## src/rtl/core/asfpae_pkg.sv

```systemverilog
// Package for the ASF packet audio payload extractor.
// Holds the parse phase codes, error codes, register indexes and the result type.
// No dependencies.
package asfpae_pkg;

    localparam logic [7:0] SYNC_BYTE = 8'h82;

    localparam logic [3:0] PH_SYNC    = 4'd0;
    localparam logic [3:0] PH_EC      = 4'd1;
    localparam logic [3:0] PH_FLAGS   = 4'd2;
    localparam logic [3:0] PH_PROP    = 4'd3;
    localparam logic [3:0] PH_LEN     = 4'd4;
    localparam logic [3:0] PH_SEQ     = 4'd5;
    localparam logic [3:0] PH_PAD     = 4'd6;
    localparam logic [3:0] PH_TIME    = 4'd7;
    localparam logic [3:0] PH_MULT    = 4'd8;
    localparam logic [3:0] PH_SID     = 4'd9;
    localparam logic [3:0] PH_HSKIP   = 4'd10;
    localparam logic [3:0] PH_REPLEN  = 4'd11;
    localparam logic [3:0] PH_REPDATA = 4'd12;
    localparam logic [3:0] PH_PLEN    = 4'd13;
    localparam logic [3:0] PH_CSKIP   = 4'd14;
    localparam logic [3:0] PH_DATA    = 4'd15;

    localparam logic [2:0] ERR_NONE     = 3'd0;
    localparam logic [2:0] ERR_SYNC     = 3'd1;
    localparam logic [2:0] ERR_LENGTH   = 3'd2;
    localparam logic [2:0] ERR_HEADER   = 3'd3;
    localparam logic [2:0] ERR_LEN_TYPE = 3'd4;

    localparam logic REG_PACKET_SIZE = 1'b0;
    localparam logic REG_STREAM_ID   = 1'b1;

    localparam logic [1:0] LEN_TYPE_WORD = 2'd2;

    typedef struct packed {
        logic        has_result;
        logic [7:0]  audio_byte;
        logic        audio_valid;
        logic        packet_end;
        logic [15:0] audio_count;
        logic [2:0]  error_code;
    } result_t;

    // A two-bit width code stands for 0, 1, 2 or 4 bytes.
    function automatic logic [2:0] width_of(input logic [1:0] code);
        logic [2:0] w;
        w = (code == 2'd3) ? 3'd4 : {1'b0, code};
        return w;
    endfunction

endpackage

```

## src/rtl/core/asfpae_parser.sv

```systemverilog
// Byte-serial ASF data packet parser: holds the parse state and computes one
// result per accepted byte in a single combinational pass.
// Depends on asfpae_pkg.
module asfpae_parser (
    input  logic                clk,
    input  logic                rst_n,
    input  logic                accept,
    input  logic [7:0]          data_byte,
    input  logic [15:0]         packet_size,
    input  logic [6:0]          audio_stream_id,
    output asfpae_pkg::result_t res
);
    import asfpae_pkg::*;

    logic [3:0]  phase_reg,  phase_next;
    logic [15:0] pbc_reg,    pbc_next;
    logic [7:0]  pflags_reg, pflags_next;
    logic [7:0]  prop_reg,   prop_next;
    logic [31:0] acc_reg,    acc_next;
    logic [2:0]  fbl_reg,    fbl_next;
    logic [15:0] pad_reg,    pad_next;
    logic [5:0]  pl_left_reg, pl_left_next;
    logic [1:0]  kind_reg,   kind_next;
    logic [6:0]  stream_reg, stream_next;
    logic [31:0] skip_reg,   skip_next;
    logic [15:0] plen_reg,   plen_next;
    logic [15:0] seen_reg,   seen_next;
    logic [2:0]  err_reg,    err_next;
    logic        comp_reg,   comp_next;

    logic [3:0]  ph;
    logic        go;
    logic        cmp;
    logic [2:0]  n;
    logic [1:0]  k;
    logic [7:0]  emit;
    logic        valid;
    logic        pend;
    logic [32:0] pad_sum;
    logic [16:0] used;

    function automatic logic [2:0] field_width(input logic [3:0] p, input logic [7:0] pf,
                                               input logic [7:0] pr);
        logic [2:0] w;
        case (p)
            PH_LEN:    w = width_of(pf[6:5]);
            PH_SEQ:    w = width_of(pf[2:1]);
            PH_PAD:    w = width_of(pf[4:3]);
            PH_REPLEN: w = width_of(pr[1:0]);
            PH_PLEN:   w = 3'd2;
            default:   w = 3'd0;
        endcase
        return w;
    endfunction

    always_comb
    begin
        phase_next   = phase_reg;
        pbc_next     = pbc_reg;
        pflags_next  = pflags_reg;
        prop_next    = prop_reg;
        acc_next     = acc_reg;
        fbl_next     = fbl_reg;
        pad_next     = pad_reg;
        pl_left_next = pl_left_reg;
        kind_next    = kind_reg;
        stream_next  = stream_reg;
        skip_next    = skip_reg;
        plen_next    = plen_reg;
        seen_next    = seen_reg;
        err_next     = err_reg;
        comp_next    = comp_reg;
        ph           = phase_reg;
        go           = 1'b0;
        cmp          = 1'b0;
        n            = 3'd0;
        k            = 2'd0;
        emit         = 8'd0;
        valid        = 1'b0;
        pend         = 1'b0;
        pad_sum      = 33'd0;
        used         = 17'd0;

        if (err_reg == ERR_NONE)
        begin
            if (pbc_reg != 16'hFFFF)
            begin
                pbc_next = pbc_reg + 16'd1;
            end

            // Work of the byte itself.
            case (phase_reg)
                PH_SYNC:
                begin
                    if (data_byte != SYNC_BYTE)
                    begin
                        err_next = ERR_SYNC;
                    end
                    else
                    begin
                        pbc_next   = 16'd1;
                        seen_next  = 16'd0;
                        pad_next   = 16'd0;
                        skip_next  = 32'd2;
                        phase_next = PH_EC;
                    end
                end
                PH_EC:
                begin
                    skip_next = skip_reg - 32'd1;
                    if (skip_next == 32'd0)
                    begin
                        phase_next = PH_FLAGS;
                    end
                end
                PH_FLAGS:
                begin
                    pflags_next = data_byte;
                    phase_next  = PH_PROP;
                end
                PH_PROP:
                begin
                    prop_next = data_byte;
                    ph        = PH_LEN;
                    go        = 1'b1;
                end
                PH_LEN, PH_SEQ, PH_PAD, PH_REPLEN, PH_PLEN:
                begin
                    n        = field_width(phase_reg, pflags_reg, prop_reg);
                    k        = 2'(n - fbl_reg);
                    acc_next = acc_reg | ({24'd0, data_byte} << {k, 3'b000});
                    fbl_next = fbl_reg - 3'd1;
                    if (fbl_next == 3'd0)
                    begin
                        cmp = 1'b1;
                        ph  = phase_reg;
                    end
                end
                PH_TIME:
                begin
                    skip_next = skip_reg - 32'd1;
                    if (skip_next == 32'd0)
                    begin
                        ph = PH_MULT;
                        go = 1'b1;
                    end
                end
                PH_MULT:
                begin
                    pl_left_next = data_byte[5:0];
                    kind_next    = data_byte[7:6];
                    if (pbc_next > packet_size)
                    begin
                        err_next = ERR_HEADER;
                    end
                    ph = PH_SID;
                    go = 1'b1;
                end
                PH_SID:
                begin
                    stream_next  = data_byte[6:0];
                    pl_left_next = pl_left_reg - 6'd1;
                    ph           = PH_HSKIP;
                    go           = 1'b1;
                end
                PH_HSKIP, PH_REPDATA, PH_CSKIP:
                begin
                    skip_next = skip_reg - 32'd1;
                    if (skip_next == 32'd0)
                    begin
                        go = 1'b1;
                        case (phase_reg)
                            PH_HSKIP:   ph = PH_REPLEN;
                            PH_REPDATA: ph = PH_PLEN;
                            default:    ph = PH_DATA;
                        endcase
                    end
                end
                default:
                begin
                    if (plen_reg != 16'd0)
                    begin
                        if (stream_reg == audio_stream_id)
                        begin
                            valid = 1'b1;
                            emit  = data_byte;
                            if (seen_reg != 16'hFFFF)
                            begin
                                seen_next = seen_reg + 16'd1;
                            end
                        end
                        plen_next = plen_reg - 16'd1;
                        if (plen_next == 16'd0)
                        begin
                            ph = PH_DATA;
                            go = 1'b1;
                        end
                    end
                end
            endcase

            // Steps that take no byte, in the order the packet layout visits them.
            if (go && err_next == ERR_NONE && ph == PH_LEN)
            begin
                acc_next = 32'd0;
                n = field_width(PH_LEN, pflags_next, prop_next);
                if (n != 3'd0)
                begin
                    fbl_next = n;
                    phase_next = PH_LEN;
                    go = 1'b0;
                end
                else
                begin
                    cmp = 1'b1;
                end
            end
            if (cmp && err_next == ERR_NONE && ph == PH_LEN)
            begin
                cmp = 1'b0;
                go  = 1'b1;
                if (pflags_next[6:5] != 2'd0)
                begin
                    if (acc_next > {16'd0, packet_size})
                    begin
                        err_next = ERR_LENGTH;
                    end
                    else
                    begin
                        pad_next = packet_size - acc_next[15:0];
                    end
                end
                else
                begin
                    pad_next = 16'd0;
                end
                ph = PH_SEQ;
            end

            if (go && err_next == ERR_NONE && ph == PH_SEQ)
            begin
                acc_next = 32'd0;
                n = field_width(PH_SEQ, pflags_next, prop_next);
                if (n != 3'd0)
                begin
                    fbl_next = n;
                    phase_next = PH_SEQ;
                    go = 1'b0;
                end
                else
                begin
                    cmp = 1'b1;
                end
            end
            if (cmp && err_next == ERR_NONE && ph == PH_SEQ)
            begin
                cmp = 1'b0;
                go  = 1'b1;
                ph  = PH_PAD;
            end

            if (go && err_next == ERR_NONE && ph == PH_PAD)
            begin
                acc_next = 32'd0;
                n = field_width(PH_PAD, pflags_next, prop_next);
                if (n != 3'd0)
                begin
                    fbl_next = n;
                    phase_next = PH_PAD;
                    go = 1'b0;
                end
                else
                begin
                    cmp = 1'b1;
                end
            end
            if (cmp && err_next == ERR_NONE && ph == PH_PAD)
            begin
                cmp = 1'b0;
                go  = 1'b1;
                pad_sum = {17'd0, pad_next} + {1'b0, acc_next};
                pad_next = (pad_sum > 33'h0FFFF) ? 16'hFFFF : pad_sum[15:0];
                ph = PH_TIME;
            end

            if (go && err_next == ERR_NONE && ph == PH_TIME)
            begin
                acc_next   = 32'd0;
                skip_next  = 32'd6;
                phase_next = PH_TIME;
                go         = 1'b0;
            end

            if (go && err_next == ERR_NONE && ph == PH_MULT)
            begin
                acc_next = 32'd0;
                if (pflags_next[0])
                begin
                    phase_next = PH_MULT;
                    go = 1'b0;
                end
                else
                begin
                    pl_left_next = 6'd1;
                    kind_next    = LEN_TYPE_WORD;
                    if (pbc_next > packet_size)
                    begin
                        err_next = ERR_HEADER;
                    end
                    ph = PH_SID;
                end
            end

            if (go && err_next == ERR_NONE && ph == PH_SID)
            begin
                acc_next = 32'd0;
                go = 1'b0;
                if (pl_left_next != 6'd0)
                begin
                    phase_next = PH_SID;
                end
                else
                begin
                    plen_next  = 16'd0;
                    phase_next = PH_DATA;
                end
            end

            if (go && err_next == ERR_NONE && ph == PH_HSKIP)
            begin
                acc_next  = 32'd0;
                skip_next = {29'd0, width_of(prop_next[5:4])} + {29'd0, width_of(prop_next[3:2])};
                if (skip_next != 32'd0)
                begin
                    phase_next = PH_HSKIP;
                    go = 1'b0;
                end
                else
                begin
                    ph = PH_REPLEN;
                end
            end

            if (go && err_next == ERR_NONE && ph == PH_REPLEN)
            begin
                acc_next = 32'd0;
                n = field_width(PH_REPLEN, pflags_next, prop_next);
                if (n != 3'd0)
                begin
                    fbl_next = n;
                    phase_next = PH_REPLEN;
                    go = 1'b0;
                end
                else
                begin
                    cmp = 1'b1;
                end
            end
            if (cmp && err_next == ERR_NONE && ph == PH_REPLEN)
            begin
                cmp = 1'b0;
                go  = 1'b1;
                skip_next = acc_next;
                comp_next = (acc_next == 32'd1);
                ph = PH_REPDATA;
            end

            if (go && err_next == ERR_NONE && ph == PH_REPDATA)
            begin
                acc_next = 32'd0;
                if (skip_next != 32'd0)
                begin
                    phase_next = PH_REPDATA;
                    go = 1'b0;
                end
                else
                begin
                    ph = PH_PLEN;
                end
            end

            if (go && err_next == ERR_NONE && ph == PH_PLEN)
            begin
                acc_next = 32'd0;
                if (pflags_next[0])
                begin
                    go = 1'b0;
                    if (kind_next != LEN_TYPE_WORD)
                    begin
                        err_next = ERR_LEN_TYPE;
                    end
                    else
                    begin
                        fbl_next   = 3'd2;
                        phase_next = PH_PLEN;
                    end
                end
                else
                begin
                    used = {1'b0, pbc_next} + {1'b0, pad_next};
                    plen_next = ({1'b0, packet_size} > used) ?
                                (packet_size - used[15:0]) : 16'd0;
                    ph = PH_CSKIP;
                end
            end
            if (cmp && err_next == ERR_NONE && ph == PH_PLEN)
            begin
                cmp = 1'b0;
                go  = 1'b1;
                plen_next = acc_next[15:0];
                ph = PH_CSKIP;
            end

            if (go && err_next == ERR_NONE && ph == PH_CSKIP)
            begin
                acc_next = 32'd0;
                if (comp_next)
                begin
                    skip_next  = 32'd1;
                    phase_next = PH_CSKIP;
                    go = 1'b0;
                end
                else
                begin
                    ph = PH_DATA;
                end
            end

            if (go && err_next == ERR_NONE && ph == PH_DATA)
            begin
                acc_next = 32'd0;
                if (plen_next == 16'd0 && pl_left_next != 6'd0)
                begin
                    ph = PH_SID;
                end
                else
                begin
                    phase_next = PH_DATA;
                    go = 1'b0;
                end
            end

            // The next payload header after a finished payload.
            if (go && err_next == ERR_NONE && ph == PH_SID)
            begin
                acc_next   = 32'd0;
                phase_next = PH_SID;
                go         = 1'b0;
            end

            if (err_next == ERR_NONE && phase_next >= PH_SID && pbc_next >= packet_size)
            begin
                pend       = 1'b1;
                phase_next = PH_SYNC;
            end
        end
    end

    always_comb
    begin
        res.has_result  = (err_reg == ERR_NONE) && (valid || pend || err_next != ERR_NONE);
        res.audio_byte  = emit;
        res.audio_valid = valid;
        res.packet_end  = pend;
        res.audio_count = seen_next;
        res.error_code  = err_next;
    end

    always_ff @(posedge clk or negedge rst_n)
    begin
        if (!rst_n)
        begin
            phase_reg   <= PH_SYNC;
            pbc_reg     <= '0;
            pflags_reg  <= '0;
            prop_reg    <= '0;
            acc_reg     <= '0;
            fbl_reg     <= '0;
            pad_reg     <= '0;
            pl_left_reg <= '0;
            kind_reg    <= '0;
            stream_reg  <= '0;
            skip_reg    <= '0;
            plen_reg    <= '0;
            seen_reg    <= '0;
            err_reg     <= ERR_NONE;
            comp_reg    <= 1'b0;
        end
        else if (accept)
        begin
            phase_reg   <= phase_next;
            pbc_reg     <= pbc_next;
            pflags_reg  <= pflags_next;
            prop_reg    <= prop_next;
            acc_reg     <= acc_next;
            fbl_reg     <= fbl_next;
            pad_reg     <= pad_next;
            pl_left_reg <= pl_left_next;
            kind_reg    <= kind_next;
            stream_reg  <= stream_next;
            skip_reg    <= skip_next;
            plen_reg    <= plen_next;
            seen_reg    <= seen_next;
            err_reg     <= err_next;
            comp_reg    <= comp_next;
        end
    end

    // An error, once latched, never changes until reset.
    a_err_sticky: assert property (@(posedge clk) disable iff (!rst_n)
        err_reg != ERR_NONE |=> err_reg == $past(err_reg))
        else $error("latched error changed");

    // No result is produced after an error has been latched.
    a_quiet_after_err: assert property (@(posedge clk) disable iff (!rst_n)
        err_reg != ERR_NONE |-> !res.has_result)
        else $error("result after latched error");

    // A multi-byte field phase always has bytes left to collect.
    a_field_left: assert property (@(posedge clk) disable iff (!rst_n)
        (err_reg == ERR_NONE && (phase_reg == PH_LEN || phase_reg == PH_SEQ ||
         phase_reg == PH_PAD || phase_reg == PH_REPLEN || phase_reg == PH_PLEN))
        |-> (fbl_reg != 3'd0 && fbl_reg <= 3'd4))
        else $error("field phase without bytes left");

endmodule

```

## src/rtl/core/asf_packet_audio_payload_extractor_unit.sv

```systemverilog
// Top level of the ASF packet audio payload extractor.
// Holds the configuration registers and the output register around the parser.
// Depends on asfpae_pkg and asfpae_parser.
//
// Usage: raw bytes of the ASF data object enter on the s_ stream, one byte per
// transaction. A result leaves on the m_ stream for a byte that carries an audio
// payload byte of the selected stream, ends a packet, or raises an error; other
// bytes give no result. m_tlast marks the last byte of a packet.
// Each result is on m_tvalid in the cycle after its byte is taken. Throughput
// is one byte per cycle unless the receiver stalls, set by the single-pass
// parser update between the parse state registers and the output register.
// s_tready stays high while the output register is empty or being emptied, so
// a new byte is taken in the same cycle a held result leaves. When the
// receiver stalls with a result held, s_tready drops until m_tready returns.
// Reset clears the parse state, the error and both configuration registers,
// and the parser waits for a sync byte. The user must write packet_size and
// audio_stream_id on the cfg_ port only while the block is idle; the block
// does not enforce it. After an error it takes and drops bytes until reset.
module asf_packet_audio_payload_extractor_unit (
    input  logic        clk,
    input  logic        rst_n,
    input  logic        s_tvalid,
    output logic        s_tready,
    input  logic [7:0]  s_tdata,   // [7:0] data_byte
    output logic        m_tvalid,
    input  logic        m_tready,
    output logic [23:0] m_tdata,   // [7:0] audio_byte, [23:8] audio_count
    output logic        m_tlast,
    output logic [3:0]  m_tuser,   // [0] audio_valid, [3:1] error_code
    input  logic        cfg_we,
    input  logic        cfg_index,
    input  logic [15:0] cfg_data
);
    import asfpae_pkg::*;

    logic [15:0] packet_size_reg;
    logic [6:0]  stream_id_reg;
    logic        s_accept;
    result_t     res;
    logic        out_valid_reg;
    result_t     out_reg;

    assign s_tready = !out_valid_reg || m_tready;
    assign s_accept = s_tvalid && s_tready;

    always_ff @(posedge clk or negedge rst_n)
    begin
        if (!rst_n)
        begin
            packet_size_reg <= '0;
            stream_id_reg   <= '0;
        end
        else if (cfg_we)
        begin
            case (cfg_index)
                REG_PACKET_SIZE: packet_size_reg <= cfg_data;
                REG_STREAM_ID:   stream_id_reg   <= cfg_data[6:0];
                default:         packet_size_reg <= packet_size_reg;
            endcase
        end
    end

    asfpae_parser u_parser (
        .clk             (clk),
        .rst_n           (rst_n),
        .accept          (s_accept),
        .data_byte       (s_tdata),
        .packet_size     (packet_size_reg),
        .audio_stream_id (stream_id_reg),
        .res             (res)
    );

    always_ff @(posedge clk or negedge rst_n)
    begin
        if (!rst_n)
        begin
            out_valid_reg <= 1'b0;
        end
        else if (s_accept)
        begin
            out_valid_reg <= res.has_result;
        end
        else if (m_tready)
        begin
            out_valid_reg <= 1'b0;
        end
    end

    always_ff @(posedge clk)
    begin
        if (s_accept && res.has_result)
        begin
            out_reg <= res;
        end
    end

    assign m_tvalid = out_valid_reg;
    assign m_tdata  = {out_reg.audio_count, out_reg.audio_byte};
    assign m_tlast  = out_reg.packet_end;
    assign m_tuser  = {out_reg.error_code, out_reg.audio_valid};

    // A packet end is only reported while no error is latched.
    a_end_no_err: assert property (@(posedge clk) disable iff (!rst_n)
        (m_tvalid && m_tlast) |-> out_reg.error_code == ERR_NONE)
        else $error("packet end carries an error");

    // An audio byte never comes with an error.
    a_audio_no_err: assert property (@(posedge clk) disable iff (!rst_n)
        (m_tvalid && out_reg.audio_valid) |-> out_reg.error_code == ERR_NONE)
        else $error("audio byte carries an error");

    // A held result that is not taken keeps the input stalled.
    a_stall_blocks: assert property (@(posedge clk) disable iff (!rst_n)
        (out_valid_reg && !m_tready) |-> !s_accept)
        else $error("byte taken while result stalled");

endmodule

```

## config.mk

```make
export PLATFORM = sky130hd
export DESIGN_NAME = asf_packet_audio_payload_extractor_unit
export DESIGN_NICKNAME = d
export VERILOG_FILES = /design/src/rtl/core/asfpae_pkg.sv /design/src/rtl/core/asfpae_parser.sv /design/src/rtl/core/asf_packet_audio_payload_extractor_unit.sv
export SDC_FILE = /design/constraint.sdc
export NUM_CORES = 1
export LEC_CHECK = 0
export ABC_AREA = 0
export BUFFER_PORTS_ARGS = -buffer_cell sky130_fd_sc_hd__buf_4
export CAP_MARGIN = 40
export CORE_ASPECT_RATIO = 0.7
export CORE_MARGIN = 8
export CORE_UTILIZATION = 45
export DETAILED_ROUTE_END_ITERATION = 8
export GPL_TIMING_DRIVEN = 0
export SETUP_SLACK_MARGIN = 0.4
export SYNTH_ARGS = -nofsm -noshare
export SYNTH_HDL_FRONTEND = slang
export SYNTH_SLANG_ARGS = --single-unit
```

## constraint.sdc

```tcl
create_clock -name clk -period 27 [get_ports clk]
set_input_delay 1.35 -clock clk [delete_from_list [all_inputs] [get_ports clk]]
set_output_delay 1.35 -clock clk [all_outputs]
set_load 0.01 [all_outputs]
```

* Yosys cells after proc, flatten, opt, wreduce, memory -nomap -nowiden
Cells that the tools add are included. Widths: inputs -> output; s select.
Word-level totals: register bits 220, input port bits 30, logic and storage cells 430
Cells by class: add/sub/neg operators 12, multiplexer cells 258, order comparisons 7, shift-type cells 1, bitwise operators 5, reductions and logical operators 80, eq/ne operators 44
Operators by type and width (number):
- $mux 32 | 24
- $mux 16 | 28
- $mux 4 | 64
- $mux 3 | 44
- $mux 1 | 72
- $eq 4x4->1 const B | 17
- $pmux 32 s2 | 1
- $reduce_bool 32->1 | 2
- $logic_and 1x1->1 | 42
- $add 16x32->33 | 1
- $gt 33x16->1 const B | 1
- $add 16x1->16 const B | 2
- $eq 32x1->1 const B | 1
- $eq 4x3->1 const B | 8
- $gt 16x16->1 | 2
- $gt 32x16->1 | 1
- $logic_not 16->1 | 2
- $logic_not 32->1 | 1
- $ne 16x16->1 const B | 2
- $or 32x32->32 | 1
- $pmux 16 s2 | 1
- $shl 8x5->32 | 1
- $sub 16x16->16 | 2
- $sub 32x1->32 const B | 1
- 42 further kinds | 86

* Depth between registers and ports, before layout
Gate-level depths: netlist of run 1.
depth after elaboration 108, gate-level depth with buffers 71, depth with buffers taken out 69

* Cells and area by module
From an unflattened synthesis of run 1, not the netlist that was laid out.
Second synthesis, totals: cells, all modules 2430, area total of the unflattened synthesis 19552.5 sq um
Modules (own cells, without submodules):
- asfpae_parser | seq. area each 4179.0 sq um, instances 1, cells each 2345, area an instance 17722.0 sq um
- asf_packet_audio_payload_extractor_unit | seq. area each 1471.4 sq um, instances 1, cells each 85, area an instance 1830.5 sq um

* Worst setup path before layout of run 1
No wires, ideal clock.
path type flip-flop to flip-flop, start register u_parser.plen_reg[2], end register u_parser.phase_reg[1], path buffers 8, required time 26.864 ns, arrival time 13.930 ns, stages on the path, launching flop included 69, slack 12.934 ns, cells stage by stage dfrtp_1 > buf_2 > or4_4 > or3_1 > xnor2_1 > or4_1 > a21oi_1 > clkbuf_1 > clkbuf_1 > or2_2 > inv_1 > ha_1 > a211oi_1 > o21bai_1 > a2111oi_0 > o211ai_1 > o31a_1 > o21ai_1 > (+33 left out) > o21a_1 > o21ai_0 > nand2b_1 > a21oi_1 > o21bai_1 > a21oi_1 > xor2_1 > ha_1 > nand2_1 > nor4_1 > a41o_1 > a311oi_1 > nand3b_1 > nand2_1 > a311o_1 > or4_1 > nor4_2 > o22ai_1
On the way: longest elaborated chain between the ends 86, elaborated cells between the ends (all ways) 242, classes of those cells 5 x add/sub; 4 x order compare; 16 x eq/ne; 170 x mux; 47 x reduce/logical
Ends and longest elaborated chain:
- start, declared | RTL line asfpae_parser.sv:26 | logic [15:0] plen_reg, plen_next;
- start signal, assigned | RTL line asfpae_parser.sv:502 | plen_reg <= plen_next;
- $sub 16x1->16 | RTL line asfpae_parser.sv:192 | plen_next = plen_reg - 16'd1;
- $logic_not 16->1 | RTL line asfpae_parser.sv:193 | if (plen_next == 16'd0)
- $mux 4 or $mux 1 (tied branches) | RTL line asfpae_parser.sv:193
- $mux 4 or $mux 1 (tied branches) | RTL line asfpae_parser.sv:181 | if (plen_reg != 16'd0)
- $pmux 4 s6 or $pmux 1 s3 (tied branches) | RTL line asfpae_parser.sv:92 | case (phase_reg)
- $mux 4 or $mux 1 (tied branches) | RTL line asfpae_parser.sv:84 | if (err_reg == ERR_NONE)
- $eq 4x3->1 or $logic_and 1x1->1 (tied branches) | RTL line asfpae_parser.sv:203, asfpae_parser.sv:218
- $logic_and 1x1->1 | RTL line asfpae_parser.sv:203 | if (go && err_next == ERR_NONE && ph == PH_LEN)
- (+69 left out)
- $mux 4 or $mux 1 (tied branches) | RTL line asfpae_parser.sv:84
- $eq 4x4->1 or $logic_and 1x1->1 (tied branches) | RTL line asfpae_parser.sv:444 | if (go && err_next == ERR_NONE && ph == PH_SID)
- $logic_and 1x1->1 | RTL line asfpae_parser.sv:444
- $mux 4 | RTL line asfpae_parser.sv:444
- $mux 4 | RTL line asfpae_parser.sv:84
- $ge 4x4->1 | RTL line asfpae_parser.sv:451 | if (err_next == ERR_NONE && phase_next >= PH_SID && pbc_next >= packet_size)
- $logic_and 1x1->1 (2 in a row) | RTL line asfpae_parser.sv:451
- $mux 4 * | RTL line asfpae_parser.sv:451
- end signal, assigned | RTL line asfpae_parser.sv:491 | phase_reg <= phase_next;
- end, declared | RTL line asfpae_parser.sv:15 | logic [3:0] phase_reg, phase_next;
Mark *: on every way between the ends. The rest lies on a longest branch, timed or not. The select of a mux whose other input is x is not followed. A chain may end at the register's enable or synchronous reset.

* Worst setup path in the final report of run 1
start register u_parser.phase_reg[0], end register u_parser.phase_reg[1]
On the way: longest elaborated chain between the ends 86, elaborated cells between the ends (all ways) 319, classes of those cells 6 x add/sub; 6 x order compare; 36 x eq/ne; 1 x shift; 209 x mux; 1 x bitwise; 60 x reduce/logical
Ends and longest elaborated chain (RTL line):
- $eq 4x4->1 (tied with other cells) | asfpae_parser.sv:45, asfpae_parser.sv:92
- $pmux 2 s5 or $mux 7 (tied branches) | asfpae_parser.sv:45, asfpae_parser.sv:92
- $mux 2 or $mux 7 (tied branches) | asfpae_parser.sv:92, asfpae_parser.sv:84
- $mux 2 or $eq 2x2->1 (tied branches) | asfpae_parser.sv:84, asfpae_pkg.sv:48
- $sub 2x2->2 or $mux 3 (tied branches) | asfpae_parser.sv:130, asfpae_pkg.sv:48
- $shl 8x5->32 or $mux 3 (tied branches) | asfpae_parser.sv:131, asfpae_parser.sv:203
- $or 32x32->32 or $mux 3 (tied branches) | asfpae_parser.sv:131, asfpae_parser.sv:84
- $mux 32 or $reduce_bool 3->1 (tied branches) | asfpae_parser.sv:92, asfpae_parser.sv:207
- (+69 left out)
- $mux 4 or $mux 1 (tied branches) | asfpae_parser.sv:84
- $eq 4x4->1 or $logic_and 1x1->1 (tied branches) | asfpae_parser.sv:444
- $logic_and 1x1->1 | asfpae_parser.sv:444
- $mux 4 | asfpae_parser.sv:444
- $mux 4 | asfpae_parser.sv:84
- $ge 4x4->1 | asfpae_parser.sv:451
- $logic_and 1x1->1 (2 in a row) | asfpae_parser.sv:451
- $mux 4 * | asfpae_parser.sv:451
Marks and branches as above.

==> impl_metrics.csv, run 1 <==
group,metric,value,unit
outcome,outcome,"finished clean",
clocking,cts.path.max_buffers,3,
floorplanning,dieArea,48500,um^2
synth,synth.ff_latch_count,220,
clocking,post-cts-setup-buffers,0,
global_route,antenna_violations_before_repair,1,
synth,synth.net_count,2497,
timing,max_freq,50.4,MHz
floorplanning,die_height,187,um
critical_path,worst_r2r_startpoint,"u_parser.phase_reg[0]",
placement,dpl-instance-area,20100,um^2
synth,synth_area_per_cell,8.02,um^2
synth,synth.top_cell.area_share,0.255,
timing,slew_violations,0,
finish,multiInputGateArea,12200,um^2
synth,cell_types_with_the_highest_counts_after_synthesis,"307 x sky130_fd_sc_hd__nand2_1, 212 x sky130_fd_sc_hd__nor2_1, 202 x sky130_fd_sc_hd__o21ai_0",
synth,yosys.cell_types.count,98,
timing,final.setup_skew,25.5,ps
timing,finalHoldViolCount,0,
placement,port-buffer-count,58,
clocking,ctsRootBufferMaster,"sky130_fd_sc_hd__clkbuf_16",
timing,worst_slew_pin_slew,1060,ps
timing,grt_setup_unrepaired,"no",
global_route,groute.usage.overall,0.291,
timing,finalWorstSetupSlack,7170,ps
min_path,holdPathStages,1,
synth,synth_seq_area_share,0.302,
critical_path,cp_slowest_stage_delay,730,ps
drt,num_vias,19200,
min_path,hold_path_end,"u_parser.kind_reg[1]",
synth,ys_top_cells_by_area,"sky130_fd_sc_hd__dfrtp_1 26%, sky130_fd_sc_hd__ha_1 8.3%, sky130_fd_sc_hd__nand2_1 6.1%, sky130_fd_sc_hd__o21ai_0 5.4%, sky130_fd_sc_hd__edfxtp_1 4.6%",
critical_path,rr_worst_depth,72,
drt,drt_first_iter_violations,2286,
critical_path,cpMaxStageDelayCell,"sky130_fd_sc_hd__a211oi_1",
critical_path,worst-setup-path-type,"reg -> reg",
timing,relSlewSlack,0.292,
critical_path,critical_path.most_common_cell,"sky130_fd_sc_hd__a21oi_1",
clocking,number_of_hold_buffers_added_after_cts,0,
placement,place_congestion,0.980,
placement,placedCellCount,2959,
drt,routed_wl,73500,um
synth,prevailing_post_synth_register_cell,"sky130_fd_sc_hd__dfrtp_1",
finish,fin_cells,3009,
drt,wl_per_cell,24.4,um
pwr,power.total,2.40,mW
synth,synth_largest_area_cell,"sky130_fd_sc_hd__dfrtp_1",
finish,post-route-cell-area,21000,um^2
synth,ys_async_sr_fraction,0.868,
critical_path,critical_path_arrival,20310,ps
finish,sequential_cell_area,5650,um^2
global_route,grt_pass1_wl,110000,um
finish,fillCellCount,3994,
synth,synthMostInstantiatedCell,"sky130_fd_sc_hd__nand2_1",
clocking,worstSkewPairLatency,580,ps
global_route,grt_remaining_overflow,0,
timing,finalWorstPathRequiredPeriod,19830,ps
timing,final_critical_path_share_of_the_clock_period,0.735,
drt,drc_viols,0,
pwr,power_density_of_the_placed_cells,114,nW/um^2
global_route,grt_max_degree,104,
drt,antenna_violating_nets_post_route,0,
synth,post_synth_instance_area,18700,um^2
clocking,cts-buffers-inserted,26,
critical_path,reg2reg_to,"u_parser.phase_reg[1]",
critical_path,timing.critical_path.to_type,"flip-flop",
clocking,cts-resized-gates,0,
floorplanning,die_w,260,um
critical_path,worstPathRequired,27480,ps
finish,layout-drive-gt1-share,0.0946,
floorplanning,row_count,62,
timing,timing.final.setup_violations,0,
global_route,grt_pass1_vias,17800,
drt,detailedRoute.firstPassIterationCount,6,
synth,synth_warnings,0,
critical_path,reg2reg_setup_slack,7170,ps
critical_path,startpoint_type,"flip-flop",
drt,routed_via_density,6.38,
floorplanning,start_util,0.457,
finish,area_growth_from_synthesis_to_layout,11.9,%
synth,postSynthCellCount,2337,
floorplanning,coreArea,41000,um^2
placement,place.detailed.hpwl,57300,um
critical_path,cp_max_fo,10,
clocking,cts_tree,"yes",
synth,synth-edff-count,29,
placement,dpl_worst_slack,7900,ps
timing,final_tns_setup,0,ps
pwr,ir_drop,62.1,uV
clocking,clk_pin_slew_worst_paths,70,ps
min_path,hp-class,"reg -> reg",
finish,finish.net_count,2604,
clocking,cts_sinks,220,
job,maxCapViolCount,0,
clocking,htree_num_levels,1,
min_path,min_from,"u_parser.kind_reg[1]",
floorplanning,io-pin-count,61,
pwr,p_leak,9.00,nW
area by class of cell:
cell class              instances  area share
multi-input cells            1896       0.583
flip-flops and latches        220       0.269
clock buffers                  37      0.0354
well taps                     544      0.0325
repair buffers                 79      0.0320
plain buffers                 119      0.0227
inverters                     102      0.0183
clock inverters                11     0.00621
diodes                          1    0.000119
how the worst max path moves through the flow:
stage / startpoint / end / slack (ps) / cells after the start
6_report: u_parser.phase_reg[0] / u_parser.phase_reg[1] / 7170 / 72
3_3_place_gp: u_parser.phase_reg[0] / u_parser.phase_reg[1] / 7830 / 71
5_1_grt: u_parser.phase_reg[0] / u_parser.phase_reg[1] / 6230 / 72
4_1_cts: u_parser.phase_reg[0] / u_parser.phase_reg[1] / 7800 / 72
2_1_floorplan: u_parser.plen_reg[2] / u_parser.phase_reg[1] / 12930 / 68
3_5_place_dp: u_parser.phase_reg[0] / u_parser.phase_reg[1] / 7900 / 72
critical path, delay by kind of cell (launching register included):
kind,cells,cell delay (ps)
buf+inv,8,3500
compound gates,40,9820
simple gates,17,3960
flops,1,470
fa+ha+maj,5,1650
xor+xnor,2,250
kinds of logic (layout without fill, tap and decap cells):
logic type / count (synthesis) / count (layout) / share of synthesized area
buffers and inverters: 221 / 348 / 0.0459
AOI/OAI and AO/OA: 705 / 705 / 0.247
other: 0 / 1 / 0
xor gates and xnor gates: 91 / 91 / 0.0425
and+or+nand+nor: 912 / 912 / 0.240
adders and majority gates: 130 / 130 / 0.0888
DFF: 220 / 220 / 0.302
muxes: 58 / 58 / 0.0343
placed cells by master (no fill, tap or decap), drive strengths merged, types with 58 or more instances in the layout:
cell type	n
a21oi	136
buf	103
clkbuf	131
dfrtp	191
ha	125
inv	102
nand2	307
nor2	214
nor3	65
o21ai	208
o31ai	58
xnor2	59
routing by layer:
metal | track usage | vias to the layer above | routed length (um) | part of all wire
met5 | 0 | - | 0 | 0
met4 | 0.0788 | 0 | 2030 | 0.028
met3 | 0.0764 | 121 | 8510 | 0.12
met2 | 0.398 | 1012 | 28800 | 0.39
met1 | 0.441 | 9291 | 34200 | 0.47
li1 | - | 8759 | - | -
report_power, final:
| group | switching [mW] | internal (mW) |
|---|---|---|
| clock network | 0.158 | 0.211 |
| registers | 0.103 | 0.436 |
| logic | 0.962 | 0.528 |
stage by stage:
stage,hold WS (ps),utilization
after detailed placement,476,0.490
final,499,0.511
after floorplan,451,-
after global placement,463,0.484
after CTS,500,0.511
after global routing,521,0.511
Note: power is estimated with default switching activity, not from simulation.
==> run 2: changes to the inputs <==
==> constraint.sdc (replaced) <==
create_clock -name clk -period 17.8 [get_ports clk]
set_input_delay 0.89 -clock clk [delete_from_list [all_inputs] [get_ports clk]]
set_output_delay 0.89 -clock clk [all_outputs]
set_load 0.01 [all_outputs]
==> impl_metrics.csv, run 2 (synthesized netlist as in run 1, its figures left out) <==
group,metric,value,unit
critical_path,worst_setup_path_startpoint,"u_parser.plen_reg[3]",
drt,routed_wl,73500,um
timing,relSlewSlack,0.300,
timing,timing.final.setup_violations,0,
placement,place.detailed.hpwl,57300,um
job,maxCapViolCount,0,
clocking,clk_pin_slew_worst_paths,60,ps
drt,drc_viols,0,
floorplanning,die_height,187,um
global_route,antenna_violations_before_repair,1,
global_route,grt_remaining_overflow,0,
clocking,cts_sinks,220,
critical_path,critical_path.most_common_cell,"sky130_fd_sc_hd__a21oi_1",
floorplanning,row_count,62,
pwr,p_leak,9.09,nW
pwr,ir_drop,93.7,uV
timing,final_tns_setup,0,ps
global_route,grt_pass1_vias,17900,
global_route,grt_pass1_wl,111000,um
placement,port-buffer-count,58,
finish,most_common_cell_after_layout_fill_and_taps_aside,"sky130_fd_sc_hd__nand2_1",
floorplanning,dieArea,48500,um^2
critical_path,critical_path_arrival,17300,ps
finish,area_growth_from_synthesis_to_layout,13.0,%
clocking,ctsRootBufferMaster,"sky130_fd_sc_hd__clkbuf_16",
global_route,groute.usage.overall,0.292,
timing,max_freq,59.5,MHz
critical_path,worst-setup-path-type,"reg -> reg",
timing,worst_slew_pin_slew,1050,ps
drt,drt_first_iter_violations,2309,
floorplanning,start_util,0.457,
critical_path,startpoint_type,"flip-flop",
drt,routed_via_density,6.35,
pwr,power.total,3.67,mW
placement,place_congestion,0.980,
timing,finalWorstPathRequiredPeriod,16810,ps
pwr,power_density_of_the_placed_cells,174,nW/um^2
finish,post-route-cell-area,21200,um^2
drt,antenna_violating_nets_post_route,0,
clocking,worstSkewPairLatency,580,ps
finish,finish.net_count,2613,
floorplanning,die_w,260,um
clocking,number_of_hold_buffers_added_after_cts,0,
finish,most-common-layout-cells,"305 x sky130_fd_sc_hd__nand2_1, 207 x sky130_fd_sc_hd__nor2_1, 201 x sky130_fd_sc_hd__o21ai_0, 191 x sky130_fd_sc_hd__dfrtp_1, 134 x sky130_fd_sc_hd__a21oi_1",
critical_path,rr_worst_depth,70,
timing,grt_setup_unrepaired,"no",
critical_path,reg2reg_to,"u_parser.phase_reg[1]",
critical_path,cp_slowest_stage_delay,550,ps
clocking,cts_tree,"yes",
drt,wl_per_cell,24.4,um
placement,dpl-instance-area,20100,um^2
floorplanning,coreArea,41000,um^2
floorplanning,io-pin-count,61,
critical_path,cp_max_fo,10,
clocking,cts.path.max_buffers,3,
timing,finalHoldViolCount,0,
critical_path,worst_r2r_startpoint,"u_parser.plen_reg[3]",
global_route,grt_max_degree,104,
drt,num_vias,19200,
timing,final_critical_path_share_of_the_clock_period,0.944,
critical_path,cpMaxStageDelayCell,"sky130_fd_sc_hd__or4_4",
finish,layout-drive-gt1-share,0.110,
timing,final.setup_skew,24.6,ps
critical_path,timing.critical_path.to_type,"flip-flop",
finish,antenna-diode-count,0,
clocking,cts-buffers-inserted,26,
finish,fillCellCount,3970,
critical_path,worstPathRequired,18290,ps
min_path,hp-class,"in -> async",
clocking,htree_num_levels,1,
outcome,outcome,"finished clean",
critical_path,reg2reg_setup_slack,990,ps
drt,detailedRoute.firstPassIterationCount,6,
timing,slew_violations,0,
## run 2: cell count changes in the layout (fill, tap and decap cells not counted), moves of 3 or more
cell	change
sky130_fd_sc_hd__buf_4	+9
sky130_fd_sc_hd__clkbuf_1	-8
sky130_fd_sc_hd__clkbuf_2	+5
sky130_fd_sc_hd__nor2_1	-4
sky130_fd_sc_hd__nor2_2	+4
sky130_fd_sc_hd__buf_1	-3
sky130_fd_sc_hd__buf_2	+3
sky130_fd_sc_hd__clkbuf_4	+3
## run 2: what timing repair did
action                                  CTS  global route
endpoints found under the hold margin     0             0
gates resized for setup                  16            31
endpoints found under the setup margin   18            18
pin swaps                                 1             1
setup buffers                             4             5
## run 2: how the worst max path moves through the flow
stage | cells after the start | slack (ps) | end
CTS | 69 | 430 | u_parser.phase_reg[1]
detailed placement | 72 | -1300 | u_parser.phase_reg[1]
finish | 70 | 990 | u_parser.phase_reg[1]
global placement | 71 | -1370 | u_parser.phase_reg[1]
global route | 73 | 380 | u_parser.phase_reg[1]
floorplan | 68 | 3730 | u_parser.phase_reg[1]
## run 2: metrics by stage
stage	util	cells	setup slack [ps]	hold WS (ps)
2_1_floorplan	-	2337	3730	451
3_3_place_gp	0.484	2939	-1370	463
3_5_place_dp	0.490	2959	-1300	476
4_1_cts	0.513	3011	426	344
5_1_grt	0.516	3017	379	384
6_report	0.516	3017	989	315
## run 2: report_power, final
part           switching (mW)  leakage (nW)  internal, mW
logic                    1.48          5.89         0.819
registers               0.156          2.78         0.661
clock network           0.240         0.415         0.320
total                    1.87          9.09          1.80
## run 2: area by class of cell
cell class / instances / area [um^2] / area share
repair buffers: 88 / 739 / 0.0349
plain buffers: 119 / 498 / 0.0235
multi-input cells: 1896 / 12300 / 0.583
clock buffers: 37 / 742 / 0.0350
flip-flops and latches: 220 / 5650 / 0.267
inverters: 102 / 390 / 0.0184
clock inverters: 11 / 130 / 0.00615
well taps: 544 / 681 / 0.0321
## run 2: per-layer routing
metal	GRT usage	up-vias	routed length, um
met3	0.0748	119	8140
met1	0.443	9300	34500
met2	0.400	979	28900
met4	0.0769	0	2010
li1	-	8773	-
met5	0	-	0
## run 2: critical path, delay by kind of cell, from the launching register on
kind	cells	cell delay [ps]
AND/OR/NAND/NOR	17	4380
buffers and inverters	10	2420
adder cells (fa/ha/maj)	5	1800
AO/OA/AOI/OAI	36	7430
flip-flops	1	360
XOR/XNOR	2	270
==> run 3: changes to the inputs <==
--- a/config.mk
+++ b/config.mk
@@ -5,7 +5,7 @@
 export SDC_FILE = /design/constraint.sdc
 export NUM_CORES = 1
 export LEC_CHECK = 0
-export ABC_AREA = 0
+export ABC_AREA = 1
 export BUFFER_PORTS_ARGS = -buffer_cell sky130_fd_sc_hd__buf_4
 export CAP_MARGIN = 40
 export CORE_ASPECT_RATIO = 0.7
@@ -13,7 +13,9 @@
 export CORE_UTILIZATION = 45
 export DETAILED_ROUTE_END_ITERATION = 8
 export GPL_TIMING_DRIVEN = 0
+export HOLD_SLACK_MARGIN = 0.12
 export SETUP_SLACK_MARGIN = 0.4
+export SLEW_MARGIN = 20
 export SYNTH_ARGS = -nofsm -noshare
 export SYNTH_HDL_FRONTEND = slang
 export SYNTH_SLANG_ARGS = --single-unit
==> impl_metrics.csv, run 3 <==
group,metric,value,unit
outcome,outcome,"finished clean",
synth,synthSimpleGateAreaFrac,0.318,
timing,final_critical_path_share_of_the_clock_period,0.950,
timing,timing.final.setup_violations,0,
clocking,worstSkewPairLatency,590,ps
synth,cell_types_with_the_highest_counts_after_synthesis,"726 x sky130_fd_sc_hd__nand2_1, 422 x sky130_fd_sc_hd__inv_1, 310 x sky130_fd_sc_hd__nor2_1",
drt,wl_met2,31600,um
placement,place.detailed.hpwl,66800,um
timing,finalHoldViolCount,0,
synth,synth.top_cell.area_share,0.235,
critical_path,timing.critical_path.to_type,"flip-flop",
floorplanning,dieArea,52300,um^2
synth,synth_warnings,0,
min_path,hp-class,"in -> async",
critical_path,worstPathRequired,18100,ps
synth,synth_seq_area_share,0.278,
job,maxCapViolCount,0,
timing,max_freq,59.1,MHz
drt,wirelength_met1,39100,um
floorplanning,coreArea,44800,um^2
drt,routed_wl,84600,um
synth,synth.mux.area_fraction,0,
critical_path,worst-setup-path-type,"reg -> reg",
drt,routed_wl_met3,11700,um
synth,synth-compound-area-share,0.175,
synth,ys_async_sr_fraction,0.868,
critical_path,cpMaxStageDelayCell,"sky130_fd_sc_hd__a2111oi_1",
drt,detailedRoute.firstPassIterationCount,8,
critical_path,kind_of_cell_with_the_highest_combined_delay_on_the_critical_path,"compound AO/OA/AOI/OAI gates",
synth,post_synth_instance_area,20300,um^2
drt,antenna_violating_nets_post_route,0,
placement,place_congestion,0.994,
global_route,grt_pass1_vias,20200,
synth,prevailing_post_synth_register_cell,"sky130_fd_sc_hd__dfrtp_1",
critical_path,critical_path.most_common_cell,"sky130_fd_sc_hd__nand2_1",
critical_path,cp_max_fo,6,
floorplanning,die_w,270,um
synth,largest_family_of_logic_cells_by_synthesized_area,"simple AND/OR/NAND/NOR gates",
timing,finalWorstPathRequiredPeriod,16910,ps
clocking,htree_num_levels,1,
clocking,cts_tree,"yes",
pwr,ir_drop,78.9,uV
synth,synth-adder-area-share,0.0819,
critical_path,critical_path_arrival,17210,ps
global_route,grt_remaining_overflow,0,
drt,routed_via_density,5.83,
synth,synth.ff_latch_count,220,
clocking,cts-buffers-inserted,27,
global_route,antenna_violations_before_repair,10,
clocking,cts.path.max_buffers,3,
finish,most_common_cell_after_layout_fill_and_taps_aside,"sky130_fd_sc_hd__nand2_1",
floorplanning,start_util,0.454,
global_route,grt_max_degree,86,
timing,grt_setup_unrepaired,"no",
floorplanning,row_count,65,
drt,num_vias,22600,
floorplanning,die_height,194,um
critical_path,crit_buf_inv,22,
timing,hold-worst-slack,230,ps
finish,layout-drive-gt1-share,0.134,
critical_path,cp_slowest_stage_delay,570,ps
critical_path,startpoint_type,"flip-flop",
clocking,cts_sinks,220,
pwr,p_leak,11.8,nW
finish,most-common-layout-cells,"711 x sky130_fd_sc_hd__nand2_1, 411 x sky130_fd_sc_hd__inv_1, 296 x sky130_fd_sc_hd__nor2_1, 258 x sky130_fd_sc_hd__o21ai_0, 220 x sky130_fd_sc_hd__nand3_1",
drt,wl_per_cell,21.8,um
timing,relSlewSlack,0.366,
global_route,grt_pass1_wl,124000,um
synth,synth.net_count,3246,
synth,synthMostInstantiatedCell,"sky130_fd_sc_hd__nand2_1",
drt,drt_first_iter_violations,2866,
synth,yosys.cell_types.count,68,
drt,uppermost_layer_routed,"met5",
synth,synth-xor-area-share,0.0396,
finish,area_growth_from_synthesis_to_layout,18.5,%
synth,synth_largest_area_cell,"sky130_fd_sc_hd__dfrtp_1",
clocking,clk_pin_slew_worst_paths,60,ps
clocking,ctsRootBufferMaster,"sky130_fd_sc_hd__clkbuf_16",
synth,ys_top_cells_by_area,"sky130_fd_sc_hd__dfrtp_1 24%, sky130_fd_sc_hd__nand2_1 13%, sky130_fd_sc_hd__inv_1 7.8%, sky130_fd_sc_hd__ha_1 7.7%, sky130_fd_sc_hd__o21ai_0 6.6%",
pwr,power.total,1.55,mW
finish,fillCellCount,4484,
synth,synth-edff-count,29,
placement,port-buffer-count,55,
pwr,power_density_of_the_placed_cells,64.4,nW/um^2
synth,postSynthCellCount,3086,
drt,drc_viols,0,
timing,worst_slew_pin_slew,951,ps
timing,final_tns_setup,0,ps
timing,slew_violations,0,
finish,finish.net_count,3414,
global_route,groute.usage.overall,0.303,
synth,synth_area_per_cell,6.59,um^2
floorplanning,io-pin-count,61,
timing,final.setup_skew,17.3,ps
run 3: final cells by class:
cell class / instances / area [um^2] / area share
plain buffers: 108 / 549 / 0.0228
multi-input cells: 2310 / 13200 / 0.549
inverters: 448 / 1700 / 0.0704
well taps: 603 / 754 / 0.0313
flip-flops and latches: 220 / 5650 / 0.235
repair buffers: 139 / 1230 / 0.0512
clock inverters: 13 / 156 / 0.00649
diodes: 2 / 5.00 / 0.000208
clock buffers: 36 / 813 / 0.0338
run 3: layer usage:
layer  up-vias  track usage
met3       135        0.108
met4        14       0.0750
met1     10600        0.459
li1      10600            -
met2      1256        0.397
met5         -      0.00375
run 3: logic make-up after synthesis:
kind of cell,count (synthesis)
adders and majority gates,130
DFF,220
xor gates and xnor gates,92
buffers and inverters,556
and+or+nand+nor,1483
AOI/OAI and AO/OA,605
run 3: worst reg2reg max path: cells and delay by family (launching register included):
family                     cells  cell delay (ps)
and+or+nand+nor               52             5760
DFF                            1              360
xor gates and xnor gates       1              130
buffers and inverters         22             2370
adders and majority gates      7             2030
AOI/OAI and AO/OA             36             6030
run 3: metrics by stage:
| stage | cells | util | worst slack [ps] | cell area, um^2 |
|---|---|---|---|---|
| finish | 3879 | 0.538 | 892 | 24100 |
| global route | 3877 | 0.537 | 54.8 | 24100 |
| detailed placement | 3758 | 0.484 | -3040 | 21700 |
| CTS | 3828 | 0.515 | 414 | 23100 |
| global placement | 3744 | 0.480 | -3230 | 21500 |
| floorplan | 3086 | - | 2330 | 20300 |
run 3: timing repair:
| action | CTS | global route |
|---|---|---|
| setup buffers | 21 | 38 |
| hold buffers | 0 | 0 |
| cloned | 0 | 6 |
| pin swaps | 6 | 52 |
| setup endpoints to repair | 73 | 73 |
| gates resized for setup | 64 | 138 |
run 3: power by group:
| part | internal (mW) | total, mW | switching, mW |
|---|---|---|---|
| combinational | 0.129 | 0.379 | 0.250 |
| sequential | 0.528 | 0.548 | 0.0200 |
| clock | 0.365 | 0.624 | 0.259 |
| total | 1.02 | 1.55 | 0.528 |
run 3: final timing paths:
path                                 startpoint                    end  slack [ps]  cells after the start
max                         u_parser.pbc_reg[5]            m_tdata[17]         890                    118
min                                       rst_n   u_parser.seen_reg[6]         230                      1
max reg2reg                 u_parser.pbc_reg[5]            m_tdata[17]         890                    118
min reg2reg                u_parser.pad_reg[12]   u_parser.pad_reg[12]         480                      2
max in group asynchronous                 rst_n  u_parser.skip_reg[29]       16680                      2
min in group clk           u_parser.pad_reg[12]   u_parser.pad_reg[12]         480                      2
